## src/hdl/kths_pkg.sv

```systemverilog
// shared types, constants and key helpers for the keyed table heap sort block
`timescale 1ns / 1ps
`default_nettype none
package kths_pkg;

    localparam int DEPTH_DEFAULT = 256;
    localparam int KEY_CHARS     = 27;
    localparam int TEXT_W        = 56;
    localparam int KEY_W         = 4 * TEXT_W + 32;
    localparam int REC_W         = KEY_W + 64;

    typedef enum logic [1:0] {
        CMD_PUSH   = 2'd0,
        CMD_SORT   = 2'd1,
        CMD_SEARCH = 2'd2,
        CMD_READ   = 2'd3
    } cmd_t;

    typedef enum logic [1:0] {
        ST_OK        = 2'd0,
        ST_FULL      = 2'd1,
        ST_NOT_FOUND = 2'd2,
        ST_RANGE     = 2'd3
    } status_t;

    // datapath operation codes
    typedef enum logic [2:0] {
        OP_NONE  = 3'd0,
        OP_LOADA = 3'd1,
        OP_LOADB = 3'd2,
        OP_WRA   = 3'd3,
        OP_WRB   = 3'd4,
        OP_WRIN  = 3'd5,
        OP_PROBE = 3'd6
    } dp_op_t;

    // text truncated at first zero byte and after character 27
    function automatic logic [4*TEXT_W-1:0] canon_text(input logic [4*TEXT_W-1:0] raw);
        logic [4*TEXT_W-1:0] res;
        logic                ended;
        logic [7:0]          b;
        res   = '0;
        ended = 1'b0;
        for (int p = 0; p < 28; p++)
        begin
            b = raw[4*TEXT_W-1-8*p -: 8];
            if (p >= KEY_CHARS || b == 8'd0)
                ended = 1'b1;
            if (!ended)
                res[4*TEXT_W-1-8*p -: 8] = b;
        end
        return res;
    endfunction

    // maps key so that unsigned compare gives the key order
    function automatic logic [KEY_W-1:0] key_order(input logic [KEY_W-1:0] k);
        return {k[KEY_W-1:32], ~k[31], k[30:0]};
    endfunction

endpackage
`default_nettype wire

```

## src/hdl/kths_ctrl.sv

```systemverilog
// command sequencer for push, heap sort, search and read
`timescale 1ns / 1ps
`default_nettype none
module kths_ctrl
    import kths_pkg::*;
#(
    parameter int DEPTH = DEPTH_DEFAULT,
    parameter int AW    = $clog2(DEPTH),
    parameter int CW    = $clog2(DEPTH + 1)
)(
    input  wire logic          clk,
    input  wire logic          rst_n,
    input  wire logic          start,
    input  wire cmd_t          cmd,
    input  wire logic [7:0]    read_index,
    input  wire logic          out_taken,
    input  wire logic          a_gt_b,
    input  wire logic          a_lt_b,
    output dp_op_t             op,
    output logic [AW-1:0]      addr,
    output logic               busy,
    output logic               done,
    output status_t            status,
    output logic [7:0]         found_index,
    output logic [CW-1:0]      count,
    output logic               sorted,
    output logic               show_rec
);
    typedef enum logic [4:0] {
        S_IDLE, S_PUSH, S_READ_WAIT, S_READ_DONE,
        S_BUILD_NEXT, S_SIFT_LOAD_I, S_SIFT_LOAD_L, S_SIFT_CMP_L,
        S_SIFT_LOAD_R, S_SIFT_CMP_R, S_SIFT_SWAP1, S_SIFT_SWAP2, S_SIFT_SWAP3,
        S_EXT_NEXT, S_EXT_LOAD0, S_EXT_LOADN, S_EXT_CMP, S_EXT_SWAP1,
        S_SRCH_STEP, S_SRCH_WAIT, S_SRCH_CMP, S_SRCH_END,
        S_WAIT_WAIT, S_RESULT
    } state_t;

    state_t         state_reg, state_next;
    logic [CW-1:0]  count_reg, count_next;
    logic           sorted_reg, sorted_next;
    status_t        status_reg, status_next;
    logic [7:0]     found_reg, found_next;
    logic           show_reg, show_next;
    logic [CW:0]    i_reg, i_next;      // sift position / loop counter
    logic [CW:0]    n_reg, n_next;      // heap size
    logic [CW:0]    top_reg, top_next;
    logic [CW:0]    j_reg, j_next;      // outer loop counter
    logic           build_reg, build_next;
    logic signed [CW+1:0] left_reg, left_next, right_reg, right_next;
    logic signed [CW+1:0] mid;
    logic [CW:0]    l_pos, r_pos;
    dp_op_t         op_reg, op_next;
    logic [AW-1:0]  addr_reg, addr_next;
    state_t         ret_reg, ret_next;
    logic [1:0]     wait_reg, wait_next;

    assign l_pos = {i_reg[CW-1:0], 1'b1};
    assign r_pos = l_pos + 1'b1;
    assign mid   = (left_reg + right_reg) >>> 1;

    always_comb
    begin
        state_next  = state_reg;
        count_next  = count_reg;
        sorted_next = sorted_reg;
        status_next = status_reg;
        found_next  = found_reg;
        show_next   = show_reg;
        i_next      = i_reg;
        n_next      = n_reg;
        top_next    = top_reg;
        j_next      = j_reg;
        build_next  = build_reg;
        left_next   = left_reg;
        right_next  = right_reg;
        op_next     = OP_NONE;
        addr_next   = addr_reg;
        ret_next    = ret_reg;
        wait_next   = wait_reg;
        case (state_reg)
            S_IDLE:
            begin
                if (start)
                begin
                    status_next = ST_OK;
                    found_next  = '0;
                    show_next   = 1'b0;
                    case (cmd)
                        CMD_PUSH:
                        begin
                            sorted_next = 1'b0;
                            if (count_reg >= CW'(DEPTH))
                            begin
                                status_next = ST_FULL;
                                state_next  = S_RESULT;
                            end
                            else
                            begin
                                op_next    = OP_WRIN;
                                addr_next  = count_reg[AW-1:0];
                                count_next = count_reg + 1'b1;
                                state_next = S_RESULT;
                            end
                        end
                        CMD_SORT:
                        begin
                            sorted_next = 1'b1;
                            n_next      = {1'b0, count_reg};
                            j_next      = {1'b0, count_reg} >> 1;
                            build_next  = 1'b1;
                            state_next  = S_BUILD_NEXT;
                        end
                        CMD_SEARCH:
                        begin
                            // probe key goes into b without touching memory
                            op_next    = OP_PROBE;
                            left_next  = '1;
                            right_next = (CW+2)'(count_reg);
                            state_next = S_SRCH_STEP;
                        end
                        default:
                        begin
                            if ((CW+8)'(read_index) >= (CW+8)'(count_reg))
                            begin
                                status_next = ST_RANGE;
                                state_next  = S_RESULT;
                            end
                            else
                            begin
                                op_next    = OP_LOADA;
                                addr_next  = AW'(read_index);
                                wait_next  = 2'd2;
                                ret_next   = S_READ_DONE;
                                state_next = S_WAIT_WAIT;
                            end
                        end
                    endcase
                end
            end
            S_READ_DONE:
            begin
                show_next  = 1'b1;
                state_next = S_RESULT;
            end
            S_WAIT_WAIT:
            begin
                if (wait_reg == 2'd0)
                    state_next = ret_reg;
                else
                    wait_next = wait_reg - 1'b1;
            end
            S_BUILD_NEXT:
            begin
                if (j_reg == '0)
                begin
                    build_next = 1'b0;
                    j_next     = n_reg;
                    state_next = S_EXT_NEXT;
                end
                else
                begin
                    j_next     = j_reg - 1'b1;
                    i_next     = j_reg - 1'b1;
                    state_next = S_SIFT_LOAD_I;
                end
            end
            S_SIFT_LOAD_I:
            begin
                top_next   = i_reg;
                op_next    = OP_LOADB;
                addr_next  = i_reg[AW-1:0];
                wait_next  = 2'd2;
                ret_next   = S_SIFT_LOAD_L;
                state_next = S_WAIT_WAIT;
            end
            S_SIFT_LOAD_L:
            begin
                if (l_pos < n_reg)
                begin
                    op_next    = OP_LOADA;
                    addr_next  = l_pos[AW-1:0];
                    wait_next  = 2'd2;
                    ret_next   = S_SIFT_CMP_L;
                    state_next = S_WAIT_WAIT;
                end
                else
                    state_next = S_SIFT_LOAD_R;
            end
            S_SIFT_CMP_L:
            begin
                // b holds current top; a holds left child
                if (a_gt_b)
                begin
                    top_next  = l_pos;
                    op_next   = OP_LOADB;
                    addr_next = l_pos[AW-1:0];
                    wait_next = 2'd2;
                    ret_next  = S_SIFT_LOAD_R;
                    state_next = S_WAIT_WAIT;
                end
                else
                    state_next = S_SIFT_LOAD_R;
            end
            S_SIFT_LOAD_R:
            begin
                if (r_pos < n_reg)
                begin
                    op_next    = OP_LOADA;
                    addr_next  = r_pos[AW-1:0];
                    wait_next  = 2'd2;
                    ret_next   = S_SIFT_CMP_R;
                    state_next = S_WAIT_WAIT;
                end
                else
                    state_next = S_SIFT_SWAP1;
            end
            S_SIFT_CMP_R:
            begin
                if (a_gt_b)
                begin
                    top_next  = r_pos;
                    op_next   = OP_LOADB;
                    addr_next = r_pos[AW-1:0];
                    wait_next = 2'd2;
                    ret_next  = S_SIFT_SWAP1;
                    state_next = S_WAIT_WAIT;
                end
                else
                    state_next = S_SIFT_SWAP1;
            end
            S_SIFT_SWAP1:
            begin
                if (top_reg == i_reg)
                    state_next = build_reg ? S_BUILD_NEXT : S_EXT_NEXT;
                else
                begin
                    // b = record at top; load a = record at i
                    op_next    = OP_LOADA;
                    addr_next  = i_reg[AW-1:0];
                    wait_next  = 2'd2;
                    ret_next   = S_SIFT_SWAP2;
                    state_next = S_WAIT_WAIT;
                end
            end
            S_SIFT_SWAP2:
            begin
                op_next    = OP_WRB;
                addr_next  = i_reg[AW-1:0];
                state_next = S_SIFT_SWAP3;
            end
            S_SIFT_SWAP3:
            begin
                op_next    = OP_WRA;
                addr_next  = top_reg[AW-1:0];
                i_next     = top_reg;
                state_next = S_SIFT_LOAD_I;
            end
            S_EXT_NEXT:
            begin
                if (j_reg <= 1)
                    state_next = S_RESULT;
                else
                begin
                    op_next    = OP_LOADA;
                    addr_next  = '0;
                    wait_next  = 2'd2;
                    ret_next   = S_EXT_LOADN;
                    state_next = S_WAIT_WAIT;
                end
            end
            S_EXT_LOADN:
            begin
                op_next    = OP_LOADB;
                addr_next  = AW'(j_reg - 1'b1);
                wait_next  = 2'd2;
                ret_next   = S_EXT_CMP;
                state_next = S_WAIT_WAIT;
            end
            S_EXT_CMP:
            begin
                if (a_gt_b || a_lt_b)
                begin
                    op_next    = OP_WRB;
                    addr_next  = '0;
                    state_next = S_EXT_SWAP1;
                end
                else
                begin
                    j_next     = j_reg - 1'b1;
                    n_next     = j_reg - 1'b1;
                    i_next     = '0;
                    state_next = S_SIFT_LOAD_I;
                end
            end
            S_EXT_SWAP1:
            begin
                op_next    = OP_WRA;
                addr_next  = AW'(j_reg - 1'b1);
                j_next     = j_reg - 1'b1;
                n_next     = j_reg - 1'b1;
                i_next     = '0;
                state_next = S_SIFT_LOAD_I;
            end
            S_SRCH_STEP:
            begin
                if (right_reg - left_reg > 1)
                begin
                    op_next    = OP_LOADA;
                    addr_next  = mid[AW-1:0];
                    wait_next  = 2'd2;
                    ret_next   = S_SRCH_CMP;
                    state_next = S_WAIT_WAIT;
                end
                else
                    state_next = S_SRCH_END;
            end
            S_SRCH_CMP:
            begin
                if (a_lt_b)
                    left_next = mid;
                else
                    right_next = mid;
                state_next = S_SRCH_STEP;
            end
            S_SRCH_END:
            begin
                if (right_reg >= 0 && right_reg < (CW+2)'(count_reg))
                    found_next = 8'(right_reg);
                else
                    status_next = ST_NOT_FOUND;
                state_next = S_RESULT;
            end
            S_RESULT:
            begin
                if (out_taken)
                    state_next = S_IDLE;
            end
            default: state_next = S_IDLE;
        endcase
    end

    always_ff @(posedge clk or negedge rst_n)
    begin
        if (!rst_n)
        begin
            state_reg  <= S_IDLE;
            count_reg  <= '0;
            sorted_reg <= 1'b0;
            status_reg <= ST_OK;
            found_reg  <= '0;
            show_reg   <= 1'b0;
            i_reg      <= '0;
            n_reg      <= '0;
            top_reg    <= '0;
            j_reg      <= '0;
            build_reg  <= 1'b0;
            left_reg   <= '0;
            right_reg  <= '0;
            op_reg     <= OP_NONE;
            addr_reg   <= '0;
            ret_reg    <= S_IDLE;
            wait_reg   <= '0;
        end
        else
        begin
            state_reg  <= state_next;
            count_reg  <= count_next;
            sorted_reg <= sorted_next;
            status_reg <= status_next;
            found_reg  <= found_next;
            show_reg   <= show_next;
            i_reg      <= i_next;
            n_reg      <= n_next;
            top_reg    <= top_next;
            j_reg      <= j_next;
            build_reg  <= build_next;
            left_reg   <= left_next;
            right_reg  <= right_next;
            op_reg     <= op_next;
            addr_reg   <= addr_next;
            ret_reg    <= ret_next;
            wait_reg   <= wait_next;
        end
    end

    assign op          = op_reg;
    assign addr        = addr_reg;
    assign busy        = (state_reg != S_IDLE);
    assign done        = (state_reg == S_RESULT);
    assign status      = status_reg;
    assign found_index = found_reg;
    assign count       = count_reg;
    assign sorted      = sorted_reg;
    assign show_rec    = show_reg;

    a_count_bound: assert property (@(posedge clk) disable iff (!rst_n)
        count_reg <= CW'(DEPTH)) else $error("entry count above depth");
    a_push_unsorts: assert property (@(posedge clk) disable iff (!rst_n)
        (state_reg == S_IDLE && start && cmd == CMD_PUSH) |=> !sorted_reg)
        else $error("push left table marked sorted");
    a_search_window: assert property (@(posedge clk) disable iff (!rst_n)
        (state_reg == S_SRCH_STEP) |-> (right_reg > left_reg))
        else $error("search window inverted");
endmodule
`default_nettype wire

```

## config.mk

```make
export PLATFORM = sky130hd
export DESIGN_NAME = kths_ctrl
export DESIGN_NICKNAME = d
export VERILOG_FILES = /design/src/hdl/kths_pkg.sv /design/src/hdl/kths_ctrl.sv
export SDC_FILE = /design/constraint.sdc
export NUM_CORES = 1
export LEC_CHECK = 0
export CAP_MARGIN = 20
export CORE_ASPECT_RATIO = 0.6
export CORE_MARGIN = 8
export CORE_UTILIZATION = 58
export CTS_CLUSTER_SIZE = 8
export DETAILED_ROUTE_END_ITERATION = 10
export DONT_BUFFER_PORTS = 1
export GPL_ROUTABILITY_DRIVEN = 0
export PLACE_DENSITY = 0.81
export RECOVER_POWER = 50
export SKIP_LAST_GASP = 1
export SLEW_MARGIN = 5
export SYNTH_ARGS = -nofsm -noshare
export SYNTH_HDL_FRONTEND = slang
export SYNTH_SLANG_ARGS = --single-unit
```

## constraint.sdc

```tcl
create_clock -name clk -period 7.3 [get_ports clk]
set_clock_uncertainty 0.15 [all_clocks]
set_input_delay 0.365 -clock clk [delete_from_list [all_inputs] [get_ports clk]]
set_output_delay 0.365 -clock clk [all_outputs]
set_load 0.05 [all_outputs]
```

==> summary.md <==
| Metric | Value |
|---|---|
| Status | complete, no violations |
| CTS tree | done |
| Synth unique cells | 70 |
| Vias per cell | 6.72 |
| Total gr overflow | 0 |
| Most used DFF post-synth | dfrtp_1 |
| Fmax achieved | 229 MHz |
| Vias in the first global route | 7086 |
| P&R area growth vs syn | 6.03% |
| First-pass GRT wire length | 40600 µm |
| DP Wirelength | just under 20000 µm |
| Worst setup SP type | flop |
| Post-synthesis async set-or-reset flop share | 100% |
| Clk sink count | 105 |
| Routed wire length | 26000 µm |
| Vias | 7932 |
| H-tree depth | 3 |
| Worst Tran Pin Value | roughly 850 ps |
| Req. time, crit path | 7390 ps |
| Seq pwr share | 29.1% |
| P_leak | approximately 3.7 nW |
| RSZ-0062 raised after global routing | false |
| Logic pwr share | 59.5% |
| DRC | 0 |
| Syn Area/Cell | slightly above 8 µm² |
| Hold Crit Class | primary input to flop |
| Final Instance Area | 8670 µm² |
| Row Count | 33 |
| Worst R2R Path Depth | 11 |
| WS Path Type | flop to flop |
| Final #Nets | 1065 |
| Worst path slowest cell | dfrtp_1 |
| Post-route setup TNS | 0 ps |
| Antenna viol nets, final | 0 |
| Placement Cell Area | a little over 8000 µm² |
| Syn nets | between 1000 and 1500 |
| Switching Fraction | 54.2% |
| Die area | approximately 18000 µm² |
| Yosys warnings | 0 |
| Register Area | 2630 µm² |
| Clock-pin slew on the worst setup and hold paths | 80 ps |
| Period utilisation layout | between 50% and 60% |
| Worst slew margin | 41.8% |
| Initial antenna violation count | 0 |
| Core Region | 13700 µm² |
| Final hold vios | 0 |
| Core Util, Final | 63.2% |
| P_int | 2.08 mW |
| Place WS | 3110 ps |
| Cts bufs inserted | 9 |
| Setup crit end kind | flop |
| Synth Register Bits | 105 |
| # diodes | 0 |
| Cells along the critical path | ha_1 -> nand3_1 -> xnor2_1 -> ha_1 -> a2111o_1 -> o21ai_0 -> a2111oi_0 -> a2111oi_0 -> o31a_1 -> o311ai_4 -> mux2_4 |
| First-pass DRT Iterations | 8 |
| Sw Pwr | ~2.5 mW |
| CTS max path bufs | 2 |
| CTS resizes | 0 |
| Worst Slack Setup Final | 2940 ps |
| Share of layout cells above drive strength 1 | 5.47% |
| Worst vdd ir | around 0.32 mV |
| EDFF count, synth | 0 |
| Total GRT Usage | 28.1% |
| Max-cap violations | 0 |
| # port buffers | 0 |
| Yosys top cell area share | 32.1% |
| Final setup fails | 0 |
| PwrDens | approximately 520 nW/µm² |
| Crit path max fanout | 12 |
| Area of the mapped netlist | 8170 µm² |
| # IOs | 50 |
| Synth area leaders | dfrtp_1 (32%), ha_1 (9.8%), a21oi_1 (5.8%) |
| Period minus WS final | 4360 ps |
| Setup Buffers After CTS | 0 |
| Placed cells | 1160 |
| Clock network latency to the later pin of the worst-skew pair | 360 ps |
| Arrival time worst endpoint | 4450 ps |
| Die Wd | around 170 µm |
| Clock root cell | clkbuf_16 |
| Top cell type by total area after synthesis | dfrtp_1 |
| Largest net degree at the start of global routing | 106 |
| Clock share of power | 11.3% |
| Slew Viols, Final | 0 |
| Synthesized netlist cell count | 1016 |
| Avg WL per Cell | 22.1 µm |
| DR iter-0 viols | 1322 |
| Die height | 108 µm |
| Initial Util | approximately 60% |
| Finished Layout Cells | 1180 |
| CP max stage delay | 620 ps |
| Multi-input combinational cell area | 5100 µm² |
| Hold depth | 3 |
| Sequential share of the synthesized area | 32.1% |
| Number of fill cells | 1186 |
power groups by stage:
stage / sequential (mW) / combinational, mW / clock [mW]
2_1_floorplan: 1.09 / 2.04 / 0
3_3_place_gp: 1.30 / 2.51 / 0
3_5_place_dp: 1.31 / 2.56 / 0
4_1_cts: 1.30 / 2.61 / 0.520
5_1_grt: 1.35 / 2.94 / 0.540
6_report: 1.32 / 2.71 / 0.514
critical path: cells and delay by family (launching register included):
kind	cells	cell delay (ps)
DFF	1	620
and+or+nand+nor	1	150
muxes	1	390
AOI/OAI and AO/OA	6	1840
xor gates and xnor gates	1	360
adders and majority gates	2	730
cell usage in the layout, fill, tap and decap left out, types with 9 or more instances in the layout:
cell type and count:
a211oi_1 10, a21oi_1 94, a22oi_1 14, a31oi_1 16, and3_1 9, buf_4 12
clkbuf_16 9, dfrtp_1 105, ha_1 64, inv_1 60, mux2i_1 14, nand2_1 99
nand2b_1 13, nand3_1 22, nand4_1 9, nor2_1 122, nor2b_1 11, nor3_1 25
o21ai_0 77, xnor2_1 32, xor2_1 13
path summary, 6_finish.rpt:
kind / from / to / slack, ps
min: start / show_rec / 90
min in group asynchronous: rst_n / top_reg[4] / 460
max reg2reg: i_reg[1] / addr[5] / 2940
max: i_reg[1] / addr[5] / 2940
max in group asynchronous: rst_n / left_reg[4] / 6130
min reg2reg: ret_reg[2] / ret_reg[2] / 350
routing by layer:
| layer | wire [µm] | part of all wire [%] | vias to the layer above | global-route usage, % |
|---|---|---|---|---|
| met5 | 0 | 0 | - | 0 |
| met4 | 516 | 2.0 | 0 | 5.34 |
| met3 | 4300 | 17 | 52 | 13.9 |
| met2 | 9810 | 38 | 576 | 36.1 |
| met1 | 11400 | 44 | 3737 | 41.3 |
| li1 | - | - | 3567 | - |
final cells by class:
| cell class | count | share of cell area [%] |
|---|---|---|
| inverter | 62 | 2.69 |
| multi-input combinational | 789 | 58.8 |
| clock inverter | 7 | 1.11 |
| sequential | 105 | 30.3 |
| timing repair buffer | 16 | 1.70 |
| clock buffer | 9 | 2.60 |
| tap | 192 | 2.77 |
synthesized netlist by cell type, types with 8 or more instances:
cell type	count
o221ai_1	8
a21oi_1	94
clkbuf_1	50
nand4_1	9
inv_1	60
nor2_1	122
nand2_1	99
xor2_1	13
nor2b_1	11
o21ai_0	77
mux2_4	8
ha_1	64
nand2b_1	13
nand3_1	22
mux2i_1	14
dfrtp_1	105
nor3_1	27
a31oi_1	16
a211oi_1	11
and3_1	9
a22oi_1	14
a221oi_1	8
xnor2_1	32
cells by family (layout without fill, tap and decap cells):
group | count (synthesis) | count (layout) | synth area share, %
AOI/OAI and AO/OA | 307 | 307 | 24.0
xor gates and xnor gates | 45 | 45 | 4.82
adders and majority gates | 66 | 66 | 10.3
buffers and inverters | 122 | 94 | 5.68
DFF | 105 | 105 | 32.1
muxes | 30 | 30 | 4.29
and+or+nand+nor | 341 | 341 | 18.8
what timing repair did:
| action | CTS | global route |
|---|---|---|
| hold endpoints to repair | 109 | 0 |
| setup endpoints to repair | 0 | 0 |
| hold buffers | 4 | 0 |
through the flow:
stage	hold WS, ps	power, mW
6_report	91.3	4.54
5_1_grt	137	4.83
4_1_cts	79.7	4.42
3_5_place_dp	-75.9	3.87
3_3_place_gp	-75.5	3.81
2_1_floorplan	-80.6	3.13
Note: power is estimated with default switching activity, not from simulation.
